$ cat src/tdsb_pkg.sv
package tdsb_pkg;

  // Command codes
  localparam logic [2:0] CMD_PUT     = 3'd0;
  localparam logic [2:0] CMD_NEWLINE = 3'd1;
  localparam logic [2:0] CMD_POS_PUT = 3'd2;
  localparam logic [2:0] CMD_CLR_ROW = 3'd3;
  localparam logic [2:0] CMD_SCROLL  = 3'd4;
  localparam logic [2:0] CMD_CLR_ALL = 3'd5;
  localparam logic [2:0] CMD_UPDATE  = 3'd6;

  // Register indexes (word address bits [3:2])
  localparam logic [1:0] REG_COLUMNS = 2'd0;
  localparam logic [1:0] REG_ROWS    = 2'd1;
  localparam logic [1:0] REG_BLINK   = 2'd2;

  localparam logic [4:0] COLUMNS_RST = 5'd16;
  localparam logic [2:0] ROWS_RST    = 3'd2;
  localparam logic [7:0] BLINK_RST   = 8'd1;

  localparam logic [7:0] SPACE_CODE   = 8'h20;
  localparam logic [7:0] NEWLINE_CODE = 8'h0A;

  // Width of linear cell arithmetic (row * columns + column, up to 111)
  localparam int LIN_W = 8;

  typedef struct packed {
    logic [2:0] command;
    logic [7:0] character;
    logic [7:0] attribute;
    logic [5:0] column;
    logic [1:0] row;
    logic       blink_phase;
  } tdsb_cmd_t;

  typedef struct packed {
    logic [3:0] cell_column;
    logic [1:0] cell_row;
    logic [7:0] cell_char;
    logic       last;
  } tdsb_result_t;

  typedef struct packed {
    logic [7:0] ch;
    logic [7:0] attr;
  } cell_t;

  localparam cell_t BLANK_CELL = '{ch: SPACE_CODE, attr: 8'd0};

  // Store port controls
  typedef struct packed {
    logic wr_en;
    logic clr_all;
    logic clr_range;
  } store_ctl_t;

endpackage

$ cat src/tdsb_cell_store.sv
module tdsb_cell_store #(
  parameter int DEPTH = 64,
  parameter int AW    = 6,
  parameter int CW    = 7
) (
  input  logic                clk,
  input  logic                rst,
  input  tdsb_pkg::store_ctl_t ctl,
  input  logic [AW-1:0]       wr_addr,
  input  tdsb_pkg::cell_t     wr_data,
  input  logic [CW-1:0]       clr_lo,
  input  logic [CW-1:0]       clr_hi,
  input  logic [AW-1:0]       rd_addr,
  output tdsb_pkg::cell_t     rd_data
);
  import tdsb_pkg::*;

  cell_t             mem [DEPTH];
  logic [DEPTH-1:0]  valid;
  logic [DEPTH-1:0]  valid_next;
  cell_t             rd_q;
  logic              rd_valid;

  // Never-written or cleared entries read as blank; a write wins over a clear
  always_comb begin
    valid_next = valid;
    if (ctl.clr_all) begin
      valid_next = '0;
    end
    if (ctl.clr_range) begin
      for (int i = 0; i < DEPTH; i++) begin
        if (CW'(i) >= clr_lo && CW'(i) < clr_hi) begin
          valid_next[i] = 1'b0;
        end
      end
    end
    if (ctl.wr_en) begin
      valid_next[wr_addr] = 1'b1;
    end
  end

  always_ff @(posedge clk) begin
    if (rst) begin
      valid <= '0;
    end else begin
      valid <= valid_next;
    end
  end

  always_ff @(posedge clk) begin
    if (ctl.wr_en) begin
      mem[wr_addr] <= wr_data;
    end
    rd_q     <= mem[rd_addr];
    rd_valid <= valid[rd_addr];
  end

  assign rd_data = rd_valid ? rd_q : BLANK_CELL;

endmodule

$ cat src/text_display_shadow_buffer.sv
// Double-buffered character display controller.
// Command channel: a word on cmd_word is taken at a clock edge with start
// high and busy low. Result channel: each emitted cell appears on result
// for one cycle with strobe high; the receiver must take it then.
// Configuration: APB-style port, registers at 0x0 (columns), 0x4 (rows),
// 0x8 (blink mask); pready is tied high. Write only while busy is low.
//
// Busy per command:
//   puts without scroll, newline, clear row, clear all: busy
//   never rises.
//   scroll (or a cursor put that scrolls): busy from the accept until
//   the last cell has moved, one cell moved per cycle.
//   update: busy until the walk ends, one cell compared per cycle
//   against the live buffer; results trail their cell by up to one emission
//   since the newest one is held back until it is known whether it is last.
//
// Reset: synchronous rst clears the valid bits of both buffers, so every
// cell reads as a blank at once; there is no clearing sweep. Cursor,
// blink phase and registers return to their reset values. There is no
// result back-pressure: strobe words are never stalled.
module text_display_shadow_buffer #(
  parameter int MAX_COLUMNS = 16,
  parameter int MAX_ROWS    = 4
) (
  input  logic                   clk,
  input  logic                   rst,
  input  logic                   start,
  output logic                   busy,
  input  tdsb_pkg::tdsb_cmd_t    cmd_word,
  output logic                   strobe,
  output tdsb_pkg::tdsb_result_t result,
  input  logic                   psel,
  input  logic                   penable,
  input  logic                   pwrite,
  input  logic [3:0]             paddr,
  input  logic [31:0]            pwdata,
  output logic [31:0]            prdata,
  output logic                   pready
);
  import tdsb_pkg::*;

  localparam int CELLS = MAX_COLUMNS * MAX_ROWS;
  localparam int AW    = (CELLS > 1) ? $clog2(CELLS) : 1;
  localparam int CW    = $clog2(CELLS + 1);

  typedef enum logic [2:0] {
    ST_IDLE   = 3'b001,
    ST_SCROLL = 3'b010,
    ST_UPDATE = 3'b100
  } state_t;

  state_t state;

  // Registers
  logic [4:0] active_columns;
  logic [2:0] active_rows;
  logic [7:0] blink_bit_mask;

  logic [4:0] cursor_column;
  logic [1:0] cursor_row;
  logic       last_blink_phase;
  logic       phase;

  // Scroll sequencer
  logic [CW-1:0] mv_cnt;
  logic          mv_valid;
  logic [AW-1:0] mv_addr;
  logic          put_after;
  logic [AW-1:0] put_addr;
  cell_t         put_data;

  // Update walk
  logic [CW-1:0] upd_cnt;
  logic [3:0]    upd_col;
  logic [1:0]    upd_row;
  logic          s1_valid;
  logic [AW-1:0] s1_addr;
  logic [3:0]    s1_col;
  logic [1:0]    s1_row;
  logic          hold_valid;
  logic [3:0]    hold_col;
  logic [1:0]    hold_row;
  logic [7:0]    hold_char;

  // Effective geometry, saturated
  logic [4:0]       eff_cols;
  logic [2:0]       eff_rows;
  logic [2:0]       rows_m1;
  logic [LIN_W-1:0] n_cells;
  logic [LIN_W-1:0] n_move;

  always_comb begin
    if (active_columns == 5'd0) begin
      eff_cols = 5'd1;
    end else if (active_columns > 5'(MAX_COLUMNS)) begin
      eff_cols = 5'(MAX_COLUMNS);
    end else begin
      eff_cols = active_columns;
    end
    if (active_rows == 3'd0) begin
      eff_rows = 3'd1;
    end else if (active_rows > 3'(MAX_ROWS)) begin
      eff_rows = 3'(MAX_ROWS);
    end else begin
      eff_rows = active_rows;
    end
    rows_m1 = eff_rows - 3'd1;
    n_cells = LIN_W'(eff_rows) * LIN_W'(eff_cols);
    n_move  = LIN_W'(rows_m1) * LIN_W'(eff_cols);
  end

  logic accept;
  assign busy   = (state != ST_IDLE);
  assign accept = start && !busy;

  // Cursor put target
  logic [2:0]       row_clamp;
  logic [2:0]       row_inc;
  logic             wrap;
  logic             need_scroll;
  logic [2:0]       put_row;
  logic [4:0]       put_col;
  logic [LIN_W-1:0] put_lin;
  logic             put_char_ok;

  always_comb begin
    row_clamp   = ({1'b0, cursor_row} >= eff_rows) ? rows_m1 : {1'b0, cursor_row};
    row_inc     = row_clamp + 3'd1;
    wrap        = (cursor_column >= eff_cols);
    need_scroll = wrap && (row_inc >= eff_rows);
    if (!wrap) begin
      put_row = row_clamp;
    end else if (need_scroll) begin
      put_row = rows_m1;
    end else begin
      put_row = row_inc;
    end
    put_col     = wrap ? 5'd0 : cursor_column;
    put_lin     = LIN_W'(put_row) * LIN_W'(eff_cols) + LIN_W'(put_col);
    put_char_ok = (cmd_word.character != 8'd0) && (cmd_word.character != NEWLINE_CODE);
  end

  // Positioned put and clear row
  logic [LIN_W-1:0] pos_lin;
  logic             pos_ok;
  logic [LIN_W-1:0] row_lo;
  logic             row_ok;

  always_comb begin
    pos_lin = LIN_W'(cmd_word.row) * LIN_W'(eff_cols) + LIN_W'(cmd_word.column);
    pos_ok  = (cmd_word.character != 8'd0) && (pos_lin < n_cells);
    row_lo  = LIN_W'(cmd_word.row) * LIN_W'(eff_cols);
    row_ok  = ({1'b0, cmd_word.row} < eff_rows);
  end

  logic scroll_done;
  logic upd_done;
  assign scroll_done = (state == ST_SCROLL) && (LIN_W'(mv_cnt) >= n_move) && !mv_valid;
  assign upd_done    = (state == ST_UPDATE) && (LIN_W'(upd_cnt) >= n_cells) && !s1_valid;

  // Buffers
  store_ctl_t    p_ctl;
  logic [AW-1:0] p_waddr;
  cell_t         p_wdata;
  logic [CW-1:0] p_clr_lo;
  logic [CW-1:0] p_clr_hi;
  logic [AW-1:0] p_raddr;
  cell_t         p_rdata;

  store_ctl_t    l_ctl;
  cell_t         l_rdata;

  // Compare stage
  logic  differs;
  logic  emit;
  logic  blink_on;
  logic  [7:0] shown_char;

  always_comb begin
    differs    = (p_rdata != l_rdata);
    blink_on   = ((p_rdata.attr & blink_bit_mask) != 8'd0);
    emit       = differs ||
                 ((last_blink_phase != phase) && ((l_rdata.attr & blink_bit_mask) != 8'd0));
    // when not differing, pending equals live, so pending fields serve for both
    shown_char = (blink_on && !phase) ? SPACE_CODE : p_rdata.ch;
  end

  // Pending store port selection
  always_comb begin
    p_ctl    = '0;
    p_waddr  = mv_addr;
    p_wdata  = p_rdata;
    p_clr_lo = CW'(n_move);
    p_clr_hi = CW'(n_cells);
    p_raddr  = (state == ST_SCROLL) ? AW'(LIN_W'(mv_cnt) + LIN_W'(eff_cols)) : AW'(upd_cnt);
    case (state)
      ST_IDLE: begin
        if (accept) begin
          case (cmd_word.command)
            CMD_PUT: begin
              if (put_char_ok && !need_scroll) begin
                p_ctl.wr_en = 1'b1;
                p_waddr     = AW'(put_lin);
                p_wdata     = '{ch: cmd_word.character, attr: cmd_word.attribute};
              end
            end
            CMD_POS_PUT: begin
              if (pos_ok) begin
                p_ctl.wr_en = 1'b1;
                p_waddr     = AW'(pos_lin);
                p_wdata     = '{ch: cmd_word.character, attr: cmd_word.attribute};
              end
            end
            CMD_CLR_ROW: begin
              p_ctl.clr_range = row_ok;
              p_clr_lo        = CW'(row_lo);
              p_clr_hi        = CW'(row_lo + LIN_W'(eff_cols));
            end
            CMD_CLR_ALL: begin
              p_ctl.clr_all = 1'b1;
            end
            default: ;
          endcase
        end
      end
      ST_SCROLL: begin
        if (mv_valid) begin
          p_ctl.wr_en = 1'b1;
        end
        if (scroll_done) begin
          // bottom row blanks; a deferred cursor put lands on top of it
          p_ctl.clr_range = 1'b1;
          if (put_after) begin
            p_ctl.wr_en = 1'b1;
            p_waddr     = put_addr;
            p_wdata     = put_data;
          end
        end
      end
      default: ;
    endcase
  end

  always_comb begin
    l_ctl       = '0;
    l_ctl.wr_en = (state == ST_UPDATE) && s1_valid && differs;
  end

  tdsb_cell_store #(.DEPTH(CELLS), .AW(AW), .CW(CW)) u_pending (
    .clk     (clk),
    .rst     (rst),
    .ctl     (p_ctl),
    .wr_addr (p_waddr),
    .wr_data (p_wdata),
    .clr_lo  (p_clr_lo),
    .clr_hi  (p_clr_hi),
    .rd_addr (p_raddr),
    .rd_data (p_rdata)
  );

  tdsb_cell_store #(.DEPTH(CELLS), .AW(AW), .CW(CW)) u_live (
    .clk     (clk),
    .rst     (rst),
    .ctl     (l_ctl),
    .wr_addr (s1_addr),
    .wr_data (p_rdata),
    .clr_lo  ('0),
    .clr_hi  ('0),
    .rd_addr (AW'(upd_cnt)),
    .rd_data (l_rdata)
  );

  // Config port
  logic cfg_wr;
  assign cfg_wr = psel && penable && pwrite && pready;
  assign pready = 1'b1;

  always_comb begin
    case (paddr[3:2])
      REG_COLUMNS: prdata = {27'd0, active_columns};
      REG_ROWS:    prdata = {29'd0, active_rows};
      REG_BLINK:   prdata = {24'd0, blink_bit_mask};
      default:     prdata = 32'd0;
    endcase
  end

  // Result strobe: a held word goes out on the next emission or at the end
  always_ff @(posedge clk) begin
    if (rst) begin
      strobe <= 1'b0;
    end else begin
      strobe <= hold_valid && (((state == ST_UPDATE) && s1_valid && emit) || upd_done);
    end
  end

  // Control
  always_ff @(posedge clk) begin
    if (rst) begin
      state            <= ST_IDLE;
      active_columns   <= COLUMNS_RST;
      active_rows      <= ROWS_RST;
      blink_bit_mask   <= BLINK_RST;
      cursor_column    <= 5'd0;
      cursor_row       <= 2'd0;
      last_blink_phase <= 1'b0;
      mv_valid         <= 1'b0;
      s1_valid         <= 1'b0;
      hold_valid       <= 1'b0;
      put_after        <= 1'b0;
      mv_cnt           <= '0;
      upd_cnt          <= '0;
    end else begin
      if (cfg_wr) begin
        case (paddr[3:2])
          REG_COLUMNS: active_columns <= pwdata[4:0];
          REG_ROWS:    active_rows    <= pwdata[2:0];
          REG_BLINK:   blink_bit_mask <= pwdata[7:0];
          default: ;
        endcase
      end

      case (state)
        ST_IDLE: begin
          if (accept) begin
            case (cmd_word.command)
              CMD_PUT: begin
                if (cmd_word.character == NEWLINE_CODE) begin
                  cursor_column <= eff_cols;
                end else if (cmd_word.character != 8'd0) begin
                  cursor_row    <= put_row[1:0];
                  cursor_column <= put_col + 5'd1;
                  if (need_scroll) begin
                    put_after <= 1'b1;
                    put_addr  <= AW'(put_lin);
                    put_data  <= '{ch: cmd_word.character, attr: cmd_word.attribute};
                    mv_cnt    <= '0;
                    mv_valid  <= 1'b0;
                    state     <= ST_SCROLL;
                  end
                end
              end
              CMD_NEWLINE: begin
                cursor_column <= eff_cols;
              end
              CMD_SCROLL: begin
                put_after <= 1'b0;
                mv_cnt    <= '0;
                mv_valid  <= 1'b0;
                state     <= ST_SCROLL;
              end
              CMD_UPDATE: begin
                upd_cnt    <= '0;
                upd_col    <= 4'd0;
                upd_row    <= 2'd0;
                phase      <= cmd_word.blink_phase;
                s1_valid   <= 1'b0;
                hold_valid <= 1'b0;
                state      <= ST_UPDATE;
              end
              default: ;
            endcase
          end
        end

        ST_SCROLL: begin
          // read cell k+cols now, write it to cell k next cycle
          if (LIN_W'(mv_cnt) < n_move) begin
            mv_valid <= 1'b1;
            mv_addr  <= AW'(mv_cnt);
            mv_cnt   <= mv_cnt + CW'(1);
          end else begin
            mv_valid <= 1'b0;
            if (!mv_valid) begin
              state <= ST_IDLE;
            end
          end
        end

        ST_UPDATE: begin
          if (LIN_W'(upd_cnt) < n_cells) begin
            s1_valid <= 1'b1;
            s1_addr  <= AW'(upd_cnt);
            s1_col   <= upd_col;
            s1_row   <= upd_row;
            upd_cnt  <= upd_cnt + CW'(1);
            if ({1'b0, upd_col} == eff_cols - 5'd1) begin
              upd_col <= 4'd0;
              upd_row <= upd_row + 2'd1;
            end else begin
              upd_col <= upd_col + 4'd1;
            end
          end else begin
            s1_valid <= 1'b0;
          end

          // newest emission is held until the next one (or the end) shows up
          if (s1_valid && emit) begin
            if (hold_valid) begin
              result <= '{cell_column: hold_col, cell_row: hold_row,
                          cell_char: hold_char, last: 1'b0};
            end
            hold_valid <= 1'b1;
            hold_col   <= s1_col;
            hold_row   <= s1_row;
            hold_char  <= shown_char;
          end

          if (upd_done) begin
            if (hold_valid) begin
              result <= '{cell_column: hold_col, cell_row: hold_row,
                          cell_char: hold_char, last: 1'b1};
            end
            hold_valid       <= 1'b0;
            last_blink_phase <= phase;
            state            <= ST_IDLE;
          end
        end

        default: state <= ST_IDLE;
      endcase
    end
  end

endmodule

$ cat config.mk
export PLATFORM = sky130hd
export DESIGN_NAME = text_display_shadow_buffer
export DESIGN_NICKNAME = d
export VERILOG_FILES = /design/src/tdsb_pkg.sv /design/src/tdsb_cell_store.sv /design/src/text_display_shadow_buffer.sv
export SDC_FILE = /design/constraint.sdc
export NUM_CORES = 2
export LEC_CHECK = 0
export BUFFER_PORTS_ARGS = -buffer_cell sky130_fd_sc_hd__buf_2
export CORE_ASPECT_RATIO = 2
export CORE_MARGIN = 8
export CORE_UTILIZATION = 55
export DETAILED_ROUTE_END_ITERATION = 16
export GPL_TIMING_DRIVEN = 0
export PLACE_DENSITY = 0.83
export RECOVER_POWER = 100
export SLEW_MARGIN = 20
export SYNTH_ARGS = -nofsm -noshare
export SYNTH_HDL_FRONTEND = slang
export SYNTH_SLANG_ARGS = --single-unit
$ cat constraint.sdc
create_clock -name clk -period 9.6 [get_ports clk]
set_input_delay 0.48 -clock clk [delete_from_list [all_inputs] [get_ports clk]]
set_output_delay 0.48 -clock clk [all_outputs]
set_load 0.005 [all_outputs]
==> results.md <==
- Die Height: just over 600 um
- Worst-skew pair later-pin latency: 870 ps
- Crit end category: register
- Drt via density: 6.98
- DR vias: roughly 64000
- Internal: 15.4 mW
- Largest net degree at the start of global routing: 68
- Final worst clock skew: 46.5 ps
- Mean Syn Cell Area: approximately 16 um2
- Fmax: ~0.11 GHz
- Most frequent cells in the layout: edfxtp_1 (2124), nand2_1 (677), clkbuf_1 (447), a211oi_1 (400), mux4_2 (357)
- CP Launch Point: active_columns[4]
- Buffers on Ports: 63
- Slew Limit Fails: around 1300
- RSZ-0062 raised after global routing: no
- Cells after synthesis: between 6000 and 7000
- Critical path type: register to register
- Power per standard cell area: 177 mW/mm2
- Core area: about 0.17 mm2
- Detailed Route Iter0 Violations: 8741
- Failing checks: max-capacitance violations, max-slew violations
- Relative slew slack: -1.97
- Async SR Flop Fraction: 0
- Reg-to-Reg End: u_pending.mem[35][5]
- Startpoint types: register
- Layout Nets: 6891
- TritonCTS clock tree: built
- Wirelength per Cell: 39.7 um
- CP required: 10230 ps
- P&R area growth vs syn: 13.0%
- Final hold viol count: 0
- Clock power frac: 0.417
- Critical Path Sink: u_pending.mem[35][5]
- Share of layout cells above drive strength 1: 0.150
- CP Max Fanout: 24
- TNS Setup: 0 ps
- Number of enable flip-flop cells after synthesis: between 2000 and 2500
- Hold Crit Class: input port to register
- Setup WS pre-CTS: -749 ps
- Synth cell types: 88
- Comb power frac: 0.018
- Routability Congestion: 1.11
- Sequential cell area: slightly below 0.07 mm2
- Fin crit share: 0.988
- Total CTS buffers: about 200
- Seq/Total Area, Yosys: 0.704
- Power, Total: around 19 mW
- Yosys reg bits: ~2300
- Initial antenna violation count: 45
- Clk root buf: clkbuf_16
- Final setup fails: 0
- H-tree Lvls: 4
- Net Sw Power: 3.96 mW
- Worst Slack Setup Final: around 110 ps
- Max-cap viol count: 40
- Worst-path clk slew: about 70 ps
- Synth Flop Type: edfxtp_1
- Post-Syn Area: around 0.097 mm2
- Total Wirelength: 366 mm
- R2R Path Start: active_columns[4]
- DP Wirelength: between 200 and 300 mm
- Critical Path AT: just over 10000 ps
- Initial Util: 0.553
- GRT overflow: 0
- Sink Count: approximately 2300
- # rows: 217
- Clock buffer depth: 4
- Switch share: 0.205
- GRT Total Usage: 0.378
- Maximum vdd drop: ~0.17 mV
- YS warnings: 0
- # fillers: 12000
- Die width: roughly 310 um
- Most common cell after layout, fill and taps aside: edfxtp_1
- DIE AREA: around 0.19 mm2
- Outcome: finished, violations left
- Initial DRT Pass Iterations: 9
- Tmin final: between 9000 and 10000 ps
- Worst Tran Pin Value: about 4500 ps
- Leakage Power: roughly 33 nW
- Hold slack: between 50 and 60 ps
- Seq pwr share: 0.566
- Remaining antenna violation count: 0
- First-pass GRT wire length: between 400 and 500 mm
- Vias in the first global route: 64400
- DRC viols: 0
- Worst-case reg-to-reg path depth: 23
- Worst R2R Setup Slack: between 100 and 150 ps
- Num ports: 120
- Multi-input gate area: ~0.027 mm2
==> per-stage QoR <==
stage	utilization	cell area [um2]	std cells
after floorplan	-	96600	6247
after global placement	0.572	99800	8609
after detailed placement	0.588	103000	8732
after CTS	0.632	110000	9157
after global routing	0.624	109000	9186
final	0.625	109000	9224
==> flip-flops by register name, indices dropped and copies added, names as in the netlist, 6 cells and up, named ones only <==
signal and cells:
u_live.mem 1024, u_pending.mem 1024, u_live.valid 64, u_pending.valid 64, put_data 16, u_live.rd_q 16, u_pending.rd_q 16, blink_bit_mask 8
hold_char 8, mv_cnt 7, upd_cnt 7, mv_addr 6, put_addr 6, s1_addr 6
==> Yosys cell counts (14+ instances only) <==
cell / count / share of area
a21o_1: 25 / 0.0019
a311oi_1: 137 / 0.012
and2_1: 310 / 0.020
nand3_1: 45 / 0.0023
o211ai_1: 41 / 0.0032
nor2_1: 284 / 0.011
o22ai_1: 35 / 0.0023
ha_1: 79 / 0.010
a21oi_1: 231 / 0.012
buf_2: 33 / 0.0017
clkbuf_1: 330 / 0.013
buf_1: 53 / 0.0021
nand2b_1: 18 / 0.0012
mux2i_1: 51 / 0.0053
nor3_1: 21 / 0.0011
edfxtp_1: 2124 / 0.66
a22oi_1: 27 / 0.0021
nand2_1: 678 / 0.026
xnor2_1: 31 / 0.0028
buf_4: 27 / 0.0021
or3_1: 14 / 0.00091
o21ai_0: 117 / 0.0061
mux4_2: 357 / 0.083
xor2_1: 21 / 0.0019
fa_1: 19 / 0.0039
dfxtp_1: 208 / 0.043
a211oi_1: 404 / 0.031
inv_1: 69 / 0.0027
o21a_1: 74 / 0.0058
a31oi_1: 154 / 0.010
==> power by group through the flow <==
stage,logic [mW],clock network [mW],registers [mW]
finish,0.339,8.06,10.9
floorplan,0.156,0,11.2
global placement,0.283,0,11.2
CTS,0.330,8.02,10.9
detailed placement,0.312,0,11.2
global route,0.347,8.35,10.9
==> worst max-delay path, stage by stage, from the launching register on <==
cell      delay [ps]
dfxtp_1          510
inv_2            410
o21a_1           480
clkbuf_1         830
nand2_1          190
fa_1             580
inv_1             40
ha_1             230
a21o_1           200
a21oi_1          220
o21bai_1         100
a21oi_1          980
ha_1             410
and4_1           230
a21oi_1          180
nand3_1          200
nor3_4           430
nor2_1            90
nor2_1           770
clkbuf_1         510
mux2i_1          230
o21ai_4          800
buf_16           250
buf_6            260
==> cell families after synthesis <==
| family | after synthesis | synth area share |
|---|---|---|
| AOI/OAI and AO/OA | 1332 | 0.0949 |
| xor gates and xnor gates | 52 | 0.00472 |
| adders and majority gates | 98 | 0.0142 |
| buffers and inverters | 519 | 0.0217 |
| DFF | 2332 | 0.704 |
| muxes | 413 | 0.0891 |
| other | 2 | 0.0000778 |
| and+or+nand+nor | 1476 | 0.0715 |
==> metal layers <==
layer,vias up,global-route usage,wire (um),part of all wire
met5,-,0,126,0.00034
met2,5239,0.645,180000,0.49
met3,2031,0.115,36800,0.10
met4,16,0.407,53200,0.15
li1,25400,-,-,-
met1,31600,0.334,96000,0.26
==> timing repair <==
| action | CTS | global route |
|---|---|---|
| endpoints found under the hold margin | 29 | 0 |
| setup endpoints to repair | 985 | 965 |
| buffers inserted | 52 | 17 |
| resized for setup | 55 | 17 |
| pin swaps | 37 | 10 |
| hold buffers | 24 | 0 |
==> how the worst min path moves through the flow <==
stage | end | from | cells past startpoint
6_report | active_columns[2] | pwdata[2] | 3
5_1_grt | blink_bit_mask[2] | pwdata[2] | 3
4_1_cts | active_columns[2] | pwdata[2] | 3
3_5_place_dp | hold_row[1] | s1_row[1] | 0
3_3_place_gp | hold_col[3] | s1_col[3] | 0
2_1_floorplan | hold_col[0] | s1_col[0] | 0
==> cell type report <==
cell class,instances,share of cell area
multi-input combinational,3396,0.249
buffer,439,0.0169
clock buffer,246,0.0480
clock inverter,104,0.00938
timing repair buffer,285,0.0240
tap,2299,0.0264
antenna,49,0.00112
sequential,2332,0.623
inverter,74,0.00259
No activity file was read; power rests on OpenSTA's default activity.
